## config.mk

```make
export PLATFORM = sky130hd
export DESIGN_NAME = sha_ram
export DESIGN_NICKNAME = d
export VERILOG_FILES = /design/src/design/sha_ram.sv
export SDC_FILE = /design/constraint.sdc
export NUM_CORES = 1
export LEC_CHECK = 0
export ABC_AREA = 1
export BUFFER_PORTS_ARGS = -buffer_cell sky130_fd_sc_hd__clkbuf_2
export CAP_MARGIN = 15
export CORE_AREA = 3 3 364 366
export CTS_CLUSTER_SIZE = 8
export DETAILED_ROUTE_END_ITERATION = 10
export DIE_AREA = 0 0 367 369
export HOLD_SLACK_MARGIN = 0.15
export PLACE_DENSITY_LB_ADDON = 0.15
export SLEW_MARGIN = 20
export SYNTH_ARGS = -nofsm -noshare
export SYNTH_HDL_FRONTEND = slang
export SYNTH_SLANG_ARGS = --single-unit
```

## constraint.sdc

```tcl
create_clock -name clk -period 3.7 [get_ports clk]
set_input_delay 0.185 -clock clk [delete_from_list [all_inputs] [get_ports clk]]
set_output_delay 0.185 -clock clk [all_outputs]
set_load 0.005 [all_outputs]
```

## src/design/sha_ram.sv

```systemverilog
// Generic single-port-write, single-port-read RAM with registered read data.
// No dependencies.
module sha_ram #(
  parameter int Width = 64,
  parameter int Depth = 16
) (
  input  logic                     clk,
  input  logic                     we,
  input  logic [$clog2(Depth)-1:0] waddr,
  input  logic [Width-1:0]         wdata,
  input  logic [$clog2(Depth)-1:0] raddr,
  output logic [Width-1:0]         rdata
);
  logic [Width-1:0] mem [Depth];

  always_ff @(posedge clk) begin
    if (we) begin
      mem[waddr] <= wdata;
    end
    rdata <= mem[raddr];
  end
endmodule

```

== Word-level counts from Yosys, hierarchy flattened ==
Memory sizes are Yosys's and may differ from the RTL's. A register that Yosys moved wholly into a read port is not among the register bits.
Cells that the tools add are included.

* $add $sub $neg: 0
* Multiply operators: 0
* Div/mod/pow operators: 0
* $lt $le $gt $ge: 0
* Equality and inequality tests: 0
* Shift operators: 0
* Multiplexer cells: 2
* Bitwise gates (word level): 0
* Reductions and logical operators: 0

{| class="wikitable"
|+ Operators with widths
! cell !! count
|-
| $mux 1 || 2
|}

* Register bits: 0
* Latch bits: 0
* RAM bits: 1024
* Memory bits (read-only): 0
* Input port bits: 74
* Output and inout port bits: 64
* Memories: 1

{| class="wikitable"
|+ Memories
! memory !! words !! width !! read ports !! clocked after memory_dff !! write ports !! RTL line !! source
|-
| mem || 16 || 64 || 1 || 1 || 1 || 14 || <nowiki>logic [Width-1:0] mem [Depth];</nowiki>
|}

== Depth between registers and ports, before layout ==
* Word-level depth: 2
* Depth in mapped cells: 10

== Worst setup path after synthesis ==
Ideal clock, no wire load.

* Path type: input-to-reg
* Start: input waddr[2]
* End: memory mem[10][0], enable pin
* Arrival time: 3.077 ns
* Slack: 0.136 ns
* Stages on the path: 2
* Buffers on the path: 0
* Cells stage by stage: nand3b_1 > nor2_1

{| class="wikitable"
|+ RTL lines
! element !! RTL line !! source
|-
| start, declared || 9 || <nowiki>input logic [$clog2(Depth)-1:0] waddr,</nowiki>
|-
| end, declared || 14 ||
|}

No word-level cell before the write port.

==> impl_metrics.py <==
metrics = {
    "timing": {
        "rsz0062_at_grt": "no",
        "final.setup.worst_slack_ns": 0.393,
        "fin_setup_tns_ns": 0,
        "setup_viol": 0,
        "finalCriticalPeriod_ns": 3.31,
        "relSlewSlack_pct": 27.1,
        "fmax_ghz": 0.302,
        "post-route-period-util_pct": 89.4,
        "slew_violations": 0,
        "finalHoldViolCount": 0,
        "skew_ns": 0.0236,
        "tightest_slew_ns": 1.09,
    },
    "synth": {
        "synthesis.nets": 4284,
        "syn_area_sq_um": 45300,
        "synthXorXnorAreaFrac_pct": 0,
        "muxShareOfSynthArea_pct": 0,
        "synth_top_family_by_area": "simple AND/OR/NAND/NOR gates",
        "syn_inst": 4210,
        "ys_ff_latch": 1088,
        "synth_seq_area_share_pct": 70.7,
        "synth-adder-area-share_pct": 0,
        "avgSynthCellArea_sq_um": 10.8,
        "synth_warnings": 0,
        "synth-simple-area-share_pct": 19.9,
        "ys_types": 15,
        "synth_compound_area_share_pct": 0,
    },
    "worst_setup_path": {
        "critPathMostFrequentCell": "dlygate4sd3_1",
        "rr_worst_depth": 9,
        "setup.worst_path.end_class": "register",
        "start_kind": "input pin",
        "cp.required_ns": 4.38,
        "critPathArrivalTime_ns": 3.98,
        "crit_slowest_cell": "dlygate4sd3_1",
        "crit_chain": "dlygate4sd3_1 -> buf_8 -> clkinv_16 -> nand2_1 -> nand3_1 -> nand3_1 -> dlygate4sd3_1 -> nand3_1 -> dlygate4sd3_1 -> nand2_1 -> dlygate4sd3_1",
        "path_max_fanout": 191,
        "r2r-end": "rdata[31]",
        "cpPeakStageDelay_ns": 0.58,
        "cp-startpoint": "raddr[0]",
        "crit_path_end": "rdata[31]",
        "timing.rr.start": "mem[13][31]",
        "rrSetupSlack_ns": 1.14,
        "worstSetupPathType": "input pin to register",
    },
    "clock_network": {
        "htreeDepth": 4,
        "post_cts_resize_count": 0,
        "cts_root_buf": "clkbuf_16",
        "cts_tree": "done",
        "cts_buffers": 154,
        "clockBufferDepth": 3,
        "cts.sinks": 1088,
        "clk_pin_slew_ns": 0.05,
        "clk_latency_ns": 0.73,
    },
    "global_routing": {
        "grtUsageTotal_pct": 18.2,
        "grt_pass1_vias": 28800,
        "antenna_found_initial": 10,
        "grt_first_pass_wirelength_microns": 185000,
        "grt_max_degree": 192,
        "grt_overflow_total": 0,
    },
    "pwr": {
        "power.leakage_nw": 22.3,
        "p_int_w": 0.0224,
        "pwr-share-comb_pct": 5.7,
        "power_frac_seq_pct": 48.4,
        "vdd_drop_max_uv": 311,
        "power_switching_w": 0.00635,
        "pwr-share-clk_pct": 46.0,
        "sw_frac_of_total_pct": 22.1,
        "powerDensity_nw_per_um2": 542,
    },
    "route": {
        "drt_pass1_iterations": 5,
        "ant_nets": 0,
        "post_drt_wl_per_cell_microns": 19.6,
        "route.detailed.drc": 0,
        "routed_wirelength_microns": 123000,
        "vias_per_cell": 4.64,
        "drtIter0Drc": 2278,
        "num_vias": 29100,
    },
    "hold_path": {
        "hold_path.class": "input pin to register",
    },
    "cells_and_area": {
        "drive_above_1_share_pct": 8.52,
        "final_nets": 4497,
        "n_fill_cell": 12500,
        "syn2layout_area_growth_pct": 17.2,
        "fin_util_pct": 41.0,
    },
    "place": {
        "dp_hpwl_microns": 56500,
        "port_buffers": 137,
        "gp_congestion": 0.704,
        "place_ws_ns": 1.25,
    },
    "flow_run": {
        "maxCapViolations": 0,
    },
    "die": {
        "fp.dieW_microns": 367,
        "core-area_sq_um": 129000,
        "dieHeight_microns": 369,
        "die-area_sq_um": 135000,
        "start_util_pct": 35.0,
        "io_pins": 138,
        "fp-row-count": 132,
    },
    "run_status": {
        "status": "complete, no violations",
    },
}
[flip-flops by register name, indices dropped and copies added (netlist names)]
signal,flops
rdata,64
mem,1024
[stage by stage]
stage	hold WS [ns]	area [sq um]	std cells	total power, W
6_report	0.230	53100	6274	0.0288
5_1_grt	0.227	53100	6271	0.0299
4_1_cts	0.194	53100	6271	0.0291
3_5_place_dp	0.560	47800	5937	0.0157
3_3_place_gp	0.560	47800	5937	0.0157
2_1_floorplan	0.284	45300	4210	0.0150
[repair_timing]
item | 4_1_cts | 5_1_grt
setup buffers | 0 | 0
hold buffers | 72 | 0
setup endpoints to repair | 0 | 0
hold endpoints to repair | 1059 | 0
[synth_stat cells]
| master | n | area share (%) |
|---|---|---|
| buf_8 | 1 | 0.033 |
| inv_2 | 2 | 0.017 |
| nand3_1 | 769 | 8.5 |
| dfxtp_1 | 64 | 2.8 |
| buf_2 | 116 | 1.3 |
| nor2_1 | 17 | 0.14 |
| buf_4 | 16 | 0.27 |
| edfxtp_1 | 1024 | 68 |
| inv_6 | 1 | 0.019 |
| inv_1 | 771 | 6.4 |
| nand2_1 | 1349 | 11 |
| buf_6 | 46 | 1.1 |
| buf_1 | 11 | 0.091 |
| nand3b_1 | 2 | 0.033 |
| clkbuf_1 | 21 | 0.17 |
[cells by family (layout without fill, tap and decap cells)]
kind of cell  after synthesis  after routing
flops                    1088           1088
buf+inv                   985           1304
other cells                 0              3
simple gates             2137           2137
[worst max-delay path: cells and delay by family]
family                 cells  cell delay [ns]
buffers and inverters      6             3.21
AND/OR/NAND/NOR            5             0.50
[power by group through the flow]
| stage | clock [W] | sequential (W) | combinational, W |
|---|---|---|---|
| floorplan | 0 | 0.0141 | 0.000926 |
| global placement | 0 | 0.0142 | 0.00158 |
| detailed placement | 0 | 0.0142 | 0.00159 |
| CTS | 0.0135 | 0.0139 | 0.00167 |
| global route | 0.0141 | 0.0139 | 0.00184 |
| finish | 0.0132 | 0.0139 | 0.00163 |
[metal layers]
layer,vias up,track usage (%),part of all wire (%)
li1,14000,-,-
met1,14300,26.1,48
met2,595,29.0,46
met3,166,3.04,4.5
met4,8,4.08,1.5
met5,-,0,0.042
[layout by cell type, fill, tap and decap left out]
cell,count
buf_12,31
buf_4,29
buf_6,1
buf_8,2
bufinv_16,1
clkbuf_1,92
clkbuf_16,163
clkbuf_2,133
clkinv_16,1
clkinv_8,2
dfxtp_1,64
diode_2,3
dlygate4sd3_1,72
edfxtp_1,1024
inv_1,770
inv_4,1
inv_6,5
inv_8,1
nand2_1,1349
nand3_1,769
nand3b_1,2
nor2_1,1
nor2_4,16
[layout make-up]
cell class                 count  area (sq um)  share of cell area (%)
clock inverter                 7          97.6                   0.184
inverter                     774          2950                    5.55
multi-input combinational   2137          9110                    17.2
antenna                        3          7.51                  0.0141
sequential                  1088         32000                    60.4
tap                         1742          2180                    4.11
timing repair buffer         268          2270                    4.27
clock buffer                 255          4420                    8.34
[worst min-delay path by stage]
stage / end / depth (start not counted) / startpoint / slack [ns]
after CTS: mem[15][9] / 3 / waddr[1] / 0.19
after global placement: rdata[28] / 1 / rdata[28] / 0.56
after global routing: mem[15][9] / 3 / waddr[1] / 0.23
after floorplan: mem[0][0] / 0 / wdata[0] / 0.28
final: mem[15][9] / 3 / waddr[1] / 0.23
after detailed placement: rdata[28] / 1 / rdata[28] / 0.56
Power figures use the tool's default switching activity.
