File: src/design/sha_pkg.sv
// Shared types and constants of the SHA-512/384 hash core.
// Holds the round constants and initial values; used by sha_round and the top level.
package sha_pkg;

  localparam int WordW = 64;

  typedef logic [WordW-1:0] word_t;

  localparam logic [7:0] PadByte = 8'h80;
  localparam int RoundCount = 80;

  function automatic word_t round_const(input logic [6:0] idx);
    word_t k;
    k = '0;
    unique case (idx)
      7'd0: k = 64'h428a2f98d728ae22; 7'd1: k = 64'h7137449123ef65cd;
      7'd2: k = 64'hb5c0fbcfec4d3b2f; 7'd3: k = 64'he9b5dba58189dbbc;
      7'd4: k = 64'h3956c25bf348b538; 7'd5: k = 64'h59f111f1b605d019;
      7'd6: k = 64'h923f82a4af194f9b; 7'd7: k = 64'hab1c5ed5da6d8118;
      7'd8: k = 64'hd807aa98a3030242; 7'd9: k = 64'h12835b0145706fbe;
      7'd10: k = 64'h243185be4ee4b28c; 7'd11: k = 64'h550c7dc3d5ffb4e2;
      7'd12: k = 64'h72be5d74f27b896f; 7'd13: k = 64'h80deb1fe3b1696b1;
      7'd14: k = 64'h9bdc06a725c71235; 7'd15: k = 64'hc19bf174cf692694;
      7'd16: k = 64'he49b69c19ef14ad2; 7'd17: k = 64'hefbe4786384f25e3;
      7'd18: k = 64'h0fc19dc68b8cd5b5; 7'd19: k = 64'h240ca1cc77ac9c65;
      7'd20: k = 64'h2de92c6f592b0275; 7'd21: k = 64'h4a7484aa6ea6e483;
      7'd22: k = 64'h5cb0a9dcbd41fbd4; 7'd23: k = 64'h76f988da831153b5;
      7'd24: k = 64'h983e5152ee66dfab; 7'd25: k = 64'ha831c66d2db43210;
      7'd26: k = 64'hb00327c898fb213f; 7'd27: k = 64'hbf597fc7beef0ee4;
      7'd28: k = 64'hc6e00bf33da88fc2; 7'd29: k = 64'hd5a79147930aa725;
      7'd30: k = 64'h06ca6351e003826f; 7'd31: k = 64'h142929670a0e6e70;
      7'd32: k = 64'h27b70a8546d22ffc; 7'd33: k = 64'h2e1b21385c26c926;
      7'd34: k = 64'h4d2c6dfc5ac42aed; 7'd35: k = 64'h53380d139d95b3df;
      7'd36: k = 64'h650a73548baf63de; 7'd37: k = 64'h766a0abb3c77b2a8;
      7'd38: k = 64'h81c2c92e47edaee6; 7'd39: k = 64'h92722c851482353b;
      7'd40: k = 64'ha2bfe8a14cf10364; 7'd41: k = 64'ha81a664bbc423001;
      7'd42: k = 64'hc24b8b70d0f89791; 7'd43: k = 64'hc76c51a30654be30;
      7'd44: k = 64'hd192e819d6ef5218; 7'd45: k = 64'hd69906245565a910;
      7'd46: k = 64'hf40e35855771202a; 7'd47: k = 64'h106aa07032bbd1b8;
      7'd48: k = 64'h19a4c116b8d2d0c8; 7'd49: k = 64'h1e376c085141ab53;
      7'd50: k = 64'h2748774cdf8eeb99; 7'd51: k = 64'h34b0bcb5e19b48a8;
      7'd52: k = 64'h391c0cb3c5c95a63; 7'd53: k = 64'h4ed8aa4ae3418acb;
      7'd54: k = 64'h5b9cca4f7763e373; 7'd55: k = 64'h682e6ff3d6b2b8a3;
      7'd56: k = 64'h748f82ee5defb2fc; 7'd57: k = 64'h78a5636f43172f60;
      7'd58: k = 64'h84c87814a1f0ab72; 7'd59: k = 64'h8cc702081a6439ec;
      7'd60: k = 64'h90befffa23631e28; 7'd61: k = 64'ha4506cebde82bde9;
      7'd62: k = 64'hbef9a3f7b2c67915; 7'd63: k = 64'hc67178f2e372532b;
      7'd64: k = 64'hca273eceea26619c; 7'd65: k = 64'hd186b8c721c0c207;
      7'd66: k = 64'heada7dd6cde0eb1e; 7'd67: k = 64'hf57d4f7fee6ed178;
      7'd68: k = 64'h06f067aa72176fba; 7'd69: k = 64'h0a637dc5a2c898a6;
      7'd70: k = 64'h113f9804bef90dae; 7'd71: k = 64'h1b710b35131c471b;
      7'd72: k = 64'h28db77f523047d84; 7'd73: k = 64'h32caab7b40c72493;
      7'd74: k = 64'h3c9ebe0a15c9bebc; 7'd75: k = 64'h431d67c49c100d4c;
      7'd76: k = 64'h4cc5d4becb3e42b6; 7'd77: k = 64'h597f299cfc657e2a;
      7'd78: k = 64'h5fcb6fab3ad6faec; 7'd79: k = 64'h6c44198c4a475817;
      default: k = '0;
    endcase
    return k;
  endfunction

  function automatic word_t init_value(input logic mode, input logic [2:0] idx);
    word_t v;
    v = '0;
    unique case ({mode, idx})
      4'd0: v = 64'h6a09e667f3bcc908; 4'd1: v = 64'hbb67ae8584caa73b;
      4'd2: v = 64'h3c6ef372fe94f82b; 4'd3: v = 64'ha54ff53a5f1d36f1;
      4'd4: v = 64'h510e527fade682d1; 4'd5: v = 64'h9b05688c2b3e6c1f;
      4'd6: v = 64'h1f83d9abfb41bd6b; 4'd7: v = 64'h5be0cd19137e2179;
      4'd8: v = 64'hcbbb9d5dc1059ed8; 4'd9: v = 64'h629a292a367cd507;
      4'd10: v = 64'h9159015a3070dd17; 4'd11: v = 64'h152fecd8f70e5939;
      4'd12: v = 64'h67332667ffc00b31; 4'd13: v = 64'h8eb44a8768581511;
      4'd14: v = 64'hdb0c2e0d64f98fa7; 4'd15: v = 64'h47b5481dbefa4fa4;
      default: v = '0;
    endcase
    return v;
  endfunction

  function automatic word_t ror(input word_t x, input int n);
    return (x >> n) | (x << (64 - n));
  endfunction

endpackage

File: src/design/sha_round.sv
// One SHA-512 round, purely combinational.
// Depends on sha_pkg.
module sha_round
  import sha_pkg::*;
(
  input  word_t       v_in [8],
  input  word_t       k_in,
  input  word_t       w_in,
  output word_t       v_out [8]
);
  word_t t1;
  word_t t2;

  always_comb begin
    t1 = v_in[7] + (ror(v_in[4], 14) ^ ror(v_in[4], 18) ^ ror(v_in[4], 41))
       + ((v_in[4] & v_in[5]) ^ (~v_in[4] & v_in[6])) + k_in + w_in;
    t2 = (ror(v_in[0], 28) ^ ror(v_in[0], 34) ^ ror(v_in[0], 39))
       + ((v_in[0] & v_in[1]) ^ (v_in[0] & v_in[2]) ^ (v_in[1] & v_in[2]));
    v_out[7] = v_in[6];
    v_out[6] = v_in[5];
    v_out[5] = v_in[4];
    v_out[4] = v_in[3] + t1;
    v_out[3] = v_in[2];
    v_out[2] = v_in[1];
    v_out[1] = v_in[0];
    v_out[0] = t1 + t2;
  end
endmodule

File: config.mk
export PLATFORM = sky130hd
export DESIGN_NAME = sha_round
export DESIGN_NICKNAME = d
export VERILOG_FILES = /design/src/design/sha_pkg.sv /design/src/design/sha_round.sv
export SDC_FILE = /design/constraint.sdc
export NUM_CORES = 1
export LEC_CHECK = 0
export BUFFER_PORTS_ARGS = -buffer_cell sky130_fd_sc_hd__buf_2
export CORE_AREA = 2 2 443 445
export DETAILED_ROUTE_END_ITERATION = 12
export DIE_AREA = 0 0 445 447
export GPL_TIMING_DRIVEN = 0
export PLACE_DENSITY = 0.36
export SYNTH_ARGS = -nofsm -noshare
export SYNTH_HDL_FRONTEND = slang
export SYNTH_SLANG_ARGS = --single-unit
File: constraint.sdc
create_clock -name vclk -period 17.77
set_input_delay 3.554 -clock vclk [all_inputs]
set_output_delay 3.554 -clock vclk [all_outputs]
set_load 0.05 [all_outputs]
[Word level (Yosys, flattened, before mapping)]
Cells that the tools add are included.
Storage, ports and cells
  register bits: 0
  bits in latches: 0
  RAM bits: 0
  ROM bits: 0
  input port bits: 640
  logic and storage cells: 26
  memories: 0
Cells by class
  add/subtract/negate cells: 7
  multiply operators: 0
  divide/modulo/power cells: 0
  magnitude comparators: 0
  eq/ne operators: 0
  shift-type cells: 0
  mux-type cells: 0
  bitwise logic cells: 19
  reductions and logical operators: 0
Operators by type and width (number)
  adder 64 bit: 7
  XOR 64 bit: 7
  bitwise AND 64 bit: 5
  inverter 64 bit: 1
  bitwise OR 23 x 64 -> 64 bit: 1
  bitwise OR 25 x 64 -> 64 bit: 1
  bitwise OR 30 x 64 -> 64 bit: 1
  bitwise OR 36 x 64 -> 64 bit: 1
  bitwise OR 46 x 64 -> 64 bit: 1
  bitwise OR 50 x 64 -> 64 bit: 1

[Logic depth before layout (Yosys ltp)]
Gate-level depths: netlist (run 1).
  depth after elaboration: 8
  mapped depth: 35
  depth with buffers taken out: 33

[Least setup slack after synthesis (run 1)]
Ideal clock, no wire load.
  path type: in2out
  start point: input v_in[1] (netlist bit)
  end point: output v_out[507] (netlist bit)
  arrival: 11220 ps
  setup slack: 2996 ps
  cell stages on the path: 33
  path buffers: 1
  cell sequence: inv_1 > fa_1 > fa_1 > fa_1 > inv_1 > ha_1 > fa_1 > a21o_1 > nand4_1 > nand3_1 > a41o_1 > o21a_1 > o211a_1 > o21ai_0 > a21oi_1 > o21ai_0 > a21o_1 > nand3_1 > fa_1 > inv_1 > ha_1 > buf_4 > nand4_4 > nor3_2 > nand4_1 > or4_1 > a21oi_2 > o31ai_2 > o21bai_2 > a21o_4 > a41oi_2 > o21a_2 > xnor2_1
RTL lines
  from (decl): RTL line sha_round.sv:6  | input word_t v_in [8],
  to (decl): RTL line sha_round.sv:9  | output word_t v_out [8]

==> results of run 1 <==
[logic make-up (layout without fill, tap and decap cells)]
logic type,after synthesis,in the layout
other cells,0,26
buf+inv,1123,2249
compound gates,734,734
simple gates,444,444
mux,68,68
fa+ha+maj,446,446
xor+xnor,452,452
[synth_stat cells (21+ instances only)]
cell / n
buf_4: 387
mux2i_1: 46
inv_1: 644
fa_1: 253
a21o_1: 167
o21ai_0: 143
nand3_1: 50
clkbuf_1: 81
and3_1: 21
a31oi_1: 22
nor2b_1: 24
mux2_2: 22
o21a_1: 25
ha_1: 189
a21oi_1: 203
xnor2_1: 300
nor2_1: 107
nand4_1: 34
nand2_1: 123
xor2_1: 152
o21bai_1: 34
[through the flow]
step / area [µm²] / hold WS [ps] / cells / util [%]
4_1_cts: 33660 / 7410 / 6935 / 17.33
3_3_place_gp: 33640 / 7411 / 6934 / 17.32
5_1_grt: 33720 / 7412 / 6951 / 17.36
2_1_floorplan: 24830 / 7275 / 3267 / -
6_report: 33740 / 7410 / 6961 / 17.38
3_5_place_dp: 33650 / 7410 / 6935 / 17.33
[routing by layer]
metal | vias to the layer above | global-route usage [%] | wire (µm)
li1 | 12420 | - | -
met4 | 40 | 4.477 | 6166
met1 | 12530 | 20.75 | 73890
met2 | 878 | 36.59 | 105400
met5 | - | 0 | 237
met3 | 243 | 1.908 | 7040
[cell type report]
| class | count | share of cell area [%] |
|---|---|---|
| antenna | 26 | 0.1928 |
| inverter | 644 | 7.164 |
| timing repair buffer | 1126 | 16.71 |
| multi-input combinational | 2144 | 56.79 |
| buffer | 479 | 9.719 |
| tap | 2542 | 9.426 |
[what timing repair did]
| action | CTS | global route |
|---|---|---|
| endpoints found under the setup margin | 2 | 5 |
| gates resized for setup | 1 | 6 |
| setup buffers | 0 | 0 |
[worst paths after layout]
| check | startpoint | end | depth (start not counted) |
|---|---|---|---|
| max | v_in[235] | v_out[509] | 35 |
| min | v_in[195] | v_out[131] | 2 |
==> out/qor.txt, run 1 <==
simple-gate share of the synthesized area - 8.829%
DR vias - 26.11k
WS Path Type - input pin to primary output
Area growth, synth to finish - 35.91%
IO Count - 1152
Hold-fix buffers, CTS - 0
crit end category - primary output
post-synthesis xor/xnor area fraction - 15.95%
Starting Density - 12.79%
Req. time, crit path - 14220 ps
core area - 194200 µm²
DRC - 0
Die H - 447 µm
outcome - finished clean
Routed WL - 192800 µm
Synth cell types - 83
IO Port Bufs - 1125
GRT Overall Usage - 18.47%
Bufs and invs on worst path - 7
Gate Count Post-Synth - 3267
worst-path fanout max - 7
setup violators final - 0
Die Area - 198900 µm²
unrepaired setup endpoints after global routing - false
commonest non-fill, non-tap cells in the layout - 1133 x buf_2, 644 x inv_1, 388 x buf_4
commonest non-fill, non-tap cell in the layout - buf_2
post-synth net total - 4349
dominant cell type by area after synthesis - fa_1
complex-gate fraction of the synthesized area - 19.35%
Synth Area in Adders - 30.09%
Syn. warnings - 0
seq_cells - 0
Clock buffer cells - 0
FILL cells - 22.43k
Synth top area share - 20.40%
Post-Syn Area per Cell - 7.599 µm²
DR iter-0 viols - 1322
largest family of logic cells by synthesized area - adder cells
Max-cap violations - 0
Critical-path top delay cell - xnor2_1
final weighted congestion in routability-driven placement - 0.8963
setup TNS - 0 ps
Final Cycle Share - 96.54%
worst-margin pin slew - 1241 ps
vias in the first global route - 26.40k
sequential-to-total area share from yosys stat - 0%
first-pass GRT wire length - 244500 µm
die width - 445 µm
FF/Latch Area - 0 µm²
worst min-delay path class - input pin to primary output
NumNets Final - 5477
dpl ws - -94.69 ps
top post-synthesis cells by area - fa_1 20%, buf_4 12%, xnor2_1 11%
Detailed Place HPWL - 181300 µm
Via density - 3.751
minimum clock period - 17150 ps
Synth Cell Area - 24830 µm²
footprint of the multi-input gates - 19160 µm²
largest stage delay on the critical path - 660 ps
WP data arrival - 13600 ps
delay-heaviest family, CP - compound AO/OA/AOI/OAI gates
Post-DRT Antenna Nets - 0
Placement Rows - 162
Slew Viols, Final - 0
mux cell area share after synthesis - 2.852%
CP Launch Type - input pin
maximum number of pins on one net before global-route repair - 11
PnR worst setup slack - 615.7 ps
Top cell by count, worst path - inv_1
antenna violations before repair - 104
Fin. Hold Viols - 0
drt wl/cell - 27.69 µm
Initial DRT Pass Iterations - 5
Slew headroom - 17.25%
layout cell share with drive strength beyond 1 - 36.19%
Fmax - 58.29 MHz
global route total overflow - 0
Power of run 1 is left out: the tool's default activity adds up to more than one toggle a clock period on the data nets, which glitch-free logic cannot reach.
==> run 2: changes to the inputs <==
--- a/config.mk
+++ b/config.mk
@@ -6,11 +6,12 @@
 export NUM_CORES = 1
 export LEC_CHECK = 0
 export BUFFER_PORTS_ARGS = -buffer_cell sky130_fd_sc_hd__buf_2
-export CORE_AREA = 2 2 443 445
+export CORE_AREA = 2 2 453 455
 export DETAILED_ROUTE_END_ITERATION = 12
-export DIE_AREA = 0 0 445 447
+export DIE_AREA = 0 0 455 457
 export GPL_TIMING_DRIVEN = 0
-export PLACE_DENSITY = 0.36
+export PLACE_DENSITY = 0.35
+export SLEW_MARGIN = 20
 export SYNTH_ARGS = -nofsm -noshare
 export SYNTH_HDL_FRONTEND = slang
 export SYNTH_SLANG_ARGS = --single-unit
==> run 2 against run 1 <==
Final area rose by 0.70%; routed wire length up 2.8%; first-iteration DRC count fell by 24%; highest routed layer unchanged.
==> out/qor.txt, run 2 (synthesized netlist as in run 1, its figures left out) <==
Post-DRT Antenna Nets - 0 (unchanged)
commonest non-fill, non-tap cell in the layout - buf_2
Die Area - 207900 µm² (+4.5%)
Starting Density - 12.21% (-0.58 points)
global route total overflow - 0 (unchanged)
IO Port Bufs - 1125 (unchanged)
Top cell by count, worst path - fa_1
WP data arrival - 13710 ps (+110 ps)
vias in the first global route - 26.83k (+1.6%)
Max-cap violations - 0 (unchanged)
Hold Slack - 7410 ps (+0.2100 ps)
CP Launch Type - input pin
first-pass GRT wire length - 252900 µm (+3.4%)
minimum clock period - 17260 ps (+107.8 ps)
NumNets Final - 5477 (unchanged)
DR vias - 26.26k (+0.59%)
maximum number of pins on one net before global-route repair - 11 (unchanged)
seq_cells - 0 (unchanged)
Hold-fix buffers, CTS - 0 (unchanged)
die width - 455 µm (+2.2%)
Initial DRT Pass Iterations - 7 (+2)
DR WL met3 - 7244 µm (+2.9%)
core area - 203300 µm² (+4.7%)
design area - 33980 µm² (+0.70%)
M1 WL - 79460 µm (+7.5%)
IO Count - 1152 (unchanged)
antenna violations before repair - 120 (+15%)
Slew headroom - 30.86% (+14 points)
Critical-path top delay cell - or4_1
Placement Rows - 166 (+2.5%)
Routed WL - 198300 µm (+2.8%)
dpl ws - -174.8 ps (-80.11 ps)
drt wl/cell - 27.91 µm (+0.76%)
top sig layer - met5
worst-margin pin slew - 1032 ps (-208.8 ps)
Slew Viols, Final - 0 (unchanged)
Die H - 457 µm (+2.2%)
PnR worst setup slack - 507.9 ps (-107.8 ps)
Final Cycle Share - 97.14% (+0.61 points)
Clock buffer cells - 0 (unchanged)
final weighted congestion in routability-driven placement - 0.8748 (-2.4%)
unrepaired setup endpoints after global routing - false
worst-path fanout max - 7 (unchanged)
setup violators final - 0 (unchanged)
Post-DP Area - 33850 µm² (+0.59%)
WS Path Type - input pin to primary output
layout cell share with drive strength beyond 1 - 36.33% (+0.14 points)
met2 WL - 107000 µm (+1.5%)
Detailed Place HPWL - 186700 µm (+3.0%)
GRT Overall Usage - 18.27% (-0.20 points)
DRC - 0 (unchanged)
largest stage delay on the critical path - 620 ps (-40 ps)
fin cells - 7105 (+2.1%)
worst min-delay path class - input pin to primary output
Fin. Hold Viols - 0 (unchanged)
commonest non-fill, non-tap cells in the layout - 1133 x buf_2, 644 x inv_1, 388 x buf_4
Fmax - 57.93 MHz (-0.62%)
Req. time, crit path - 14220 ps (about the same)
crit end category - primary output
dpl cells - 7081 (+2.1%)
Area growth, synth to finish - 36.85%
Via density - 3.697 (-1.5%)
DR iter-0 viols - 999 (-24%)
FF/Latch Area - 0 µm² (unchanged)
outcome - finished clean
run 2: changes by cell type in the layout (fill, tap and decap cells not counted):
cell / change
xor2_2: +2
diode_2: -2
clkbuf_2: -1
xnor2_1: -5
clkdlybuf4s15_1: +1
xor2_1: -2
xnor2_2: +5
run 2: layout make-up:
| class | instances | area [µm²] |
|---|---|---|
| Multi-Input combinational cell | 2144 | 19210 |
| Buffer | 479 | 3284 |
| Antenna cell | 24 | 60.06 |
| Tap cell | 2688 | 3363 |
| Fill cell | 23560 | 169400 |
| Inverter | 644 | 2417 |
| Timing Repair Buffer | 1126 | 5638 |
run 2: path summary, 6_finish.rpt:
| check | from | to | slack, ps | cells after the start |
|---|---|---|---|---|
| worst max-delay path | v_in[217] | v_out[509] | 510 | 32 |
| worst min-delay path | v_in[195] | v_out[131] | 7410 | 2 |
run 2: what timing repair did:
item / CTS / global route
buffers inserted: 0 / 0
hold endpoints to repair: 0 / 0
gates resized for setup: 1 / 8
setup endpoints to repair: 6 / 5
run 2: critical path, delay by kind of cell:
family | cells | cell delay [ps]
AO/OA/AOI/OAI | 14 | 3660
XOR/XNOR | 3 | 1260
adder cells (fa/ha/maj) | 5 | 2160
buffers and inverters | 5 | 1420
AND/OR/NAND/NOR | 5 | 1630
run 2: stage by stage:
stage / TNS, ps / util [%]
floorplan: 0 / -
global placement: -915.3 / 16.63
detailed placement: -441.0 / 16.65
CTS: 0 / 16.65
global route: 0 / 16.70
finish: 0 / 16.71
run 2: routing by layer:
layer / global-route usage [%] / vias to the layer above
li1: - / 12410
met1: 21.15 / 12620
met2: 35.91 / 942
met3: 1.824 / 255
met4: 2.894 / 40
met5: 0 / -
==> run 3: changes to the inputs <==
--- a/config.mk
+++ b/config.mk
@@ -11,6 +11,7 @@
 export DIE_AREA = 0 0 455 457
 export GPL_TIMING_DRIVEN = 0
 export PLACE_DENSITY = 0.35
+export RECOVER_POWER = 100
 export SLEW_MARGIN = 20
 export SYNTH_ARGS = -nofsm -noshare
 export SYNTH_HDL_FRONTEND = slang
==> run 3 against run 2 <==
Maximum frequency grew 0.15%; largest cell class unchanged; non-clock buffer count is the same; first-iteration DRC count grew 5.7%; sequential cell count is the same.
==> out/qor.txt, run 3 (synthesized netlist as in run 1, its figures left out) <==
outcome - finished clean
CP Launch Type - input pin
DRC - 0 (unchanged)
Fin. Hold Viols - 0 (unchanged)
DR vias - 26.21k (-0.19%)
DR iter-0 viols - 1056 (+5.7%)
GRT Overall Usage - 18.27% (unchanged)
commonest non-fill, non-tap cells in the layout - 644 x inv_1, 639 x buf_2, 566 x clkbuf_1
Post-DP Area - 33850 µm² (unchanged)
IO Port Bufs - 1125 (unchanged)
Critical-path top delay cell - or4_1
Via density - 3.691 (-0.16%)
delay-heaviest family, CP - compound AO/OA/AOI/OAI gates
Final Cycle Share - 96.99% (-0.15 points)
Max-cap violations - 0 (unchanged)
Die H - 457 µm (unchanged)
final weighted congestion in routability-driven placement - 0.8748 (unchanged)
drt wl/cell - 27.96 µm (+0.20%)
WP data arrival - 13680 ps (-30 ps)
Slew Viols, Final - 0 (unchanged)
Area growth, synth to finish - 34.28%
WS Path Type - input pin to primary output
commonest non-fill, non-tap cell in the layout - inv_1
Bufs and invs on worst path - 3 (-2)
Post-DRT Antenna Nets - 0 (unchanged)
setup violators final - 0 (unchanged)
global route total overflow - 0 (unchanged)
Clock buffer cells - 0 (unchanged)
Detailed Place HPWL - 186700 µm (unchanged)
Routed WL - 198600 µm (+0.18%)
NumNets Final - 5477 (unchanged)
seq_cells - 0 (unchanged)
Slew headroom - 17.55% (-13 points)
FF/Latch Area - 0 µm² (unchanged)
die width - 455 µm (unchanged)
Initial DRT Pass Iterations - 7 (unchanged)
Placement Rows - 166 (unchanged)
worst-margin pin slew - 1237 ps (+204.3 ps)
layout cell share with drive strength beyond 1 - 25.20% (-11 points)
Final Util - 16.40% (-0.31 points)
Fmax - 58.02 MHz (+0.15%)
core area - 203300 µm² (unchanged)
Die Area - 207900 µm² (unchanged)
worst-path fanout max - 7 (unchanged)
Starting Density - 12.21% (unchanged)
setup repair bufs after CTS - 0 (unchanged)
IO Count - 1152 (unchanged)
design area - 33340 µm² (-1.9%)
Req. time, crit path - 14220 ps (about the same)
maximum number of pins on one net before global-route repair - 11 (unchanged)
antenna violations before repair - 115 (-4.2%)
crit end category - primary output
first-pass GRT wire length - 252900 µm (unchanged)
minimum clock period - 17240 ps (-26.14 ps)
largest stage delay on the critical path - 620 ps (about the same)
vias in the first global route - 26.83k (unchanged)
worst min-delay path class - input pin to primary output
unrepaired setup endpoints after global routing - false
## run 3: per-layer routing
metal / track usage (%) / routed length, µm / vias up / part of all wire, %
met5: 0 / 253 / - / 0.13
met2: 35.91 / 107000 / 918 / 54
met3: 1.824 / 7136 / 251 / 3.6
met1: 21.15 / 79830 / 12590 / 40
li1: - / - / 12410 / -
met4: 2.894 / 4369 / 40 / 2.2
## run 3: area by class of cell
cell class | count | area (µm²)
inverters | 644 | 2417
fillers | 23810 | 170000
plain buffers | 479 | 3278
repair buffers | 1126 | 5030
multi-input cells | 2144 | 19200
well taps | 2688 | 3363
diodes | 22 | 55.05
## run 3: worst paths after layout
kind	startpoint	to	slack (ps)	cells after the start
worst max-delay path	v_in[217]	v_out[509]	530	31
worst min-delay path	v_in[226]	v_out[162]	7490	2
## run 3: stage by stage
step / TNS (ps) / hold WS, ps / instances / worst slack (ps)
2_1_floorplan: 0 / 7275 / 3267 / 2996
3_3_place_gp: -915.3 / 7411 / 7080 / -244.0
3_5_place_dp: -441.0 / 7411 / 7081 / -174.8
4_1_cts: 0 / 7411 / 7081 / 60.05
5_1_grt: 0 / 7496 / 7094 / 13.73
6_report: 0 / 7493 / 7103 / 534.0
## run 3: timing repair
item	CTS	global route
hold buffers	0	0
setup endpoints to repair	6	5
gates resized for setup	1	8
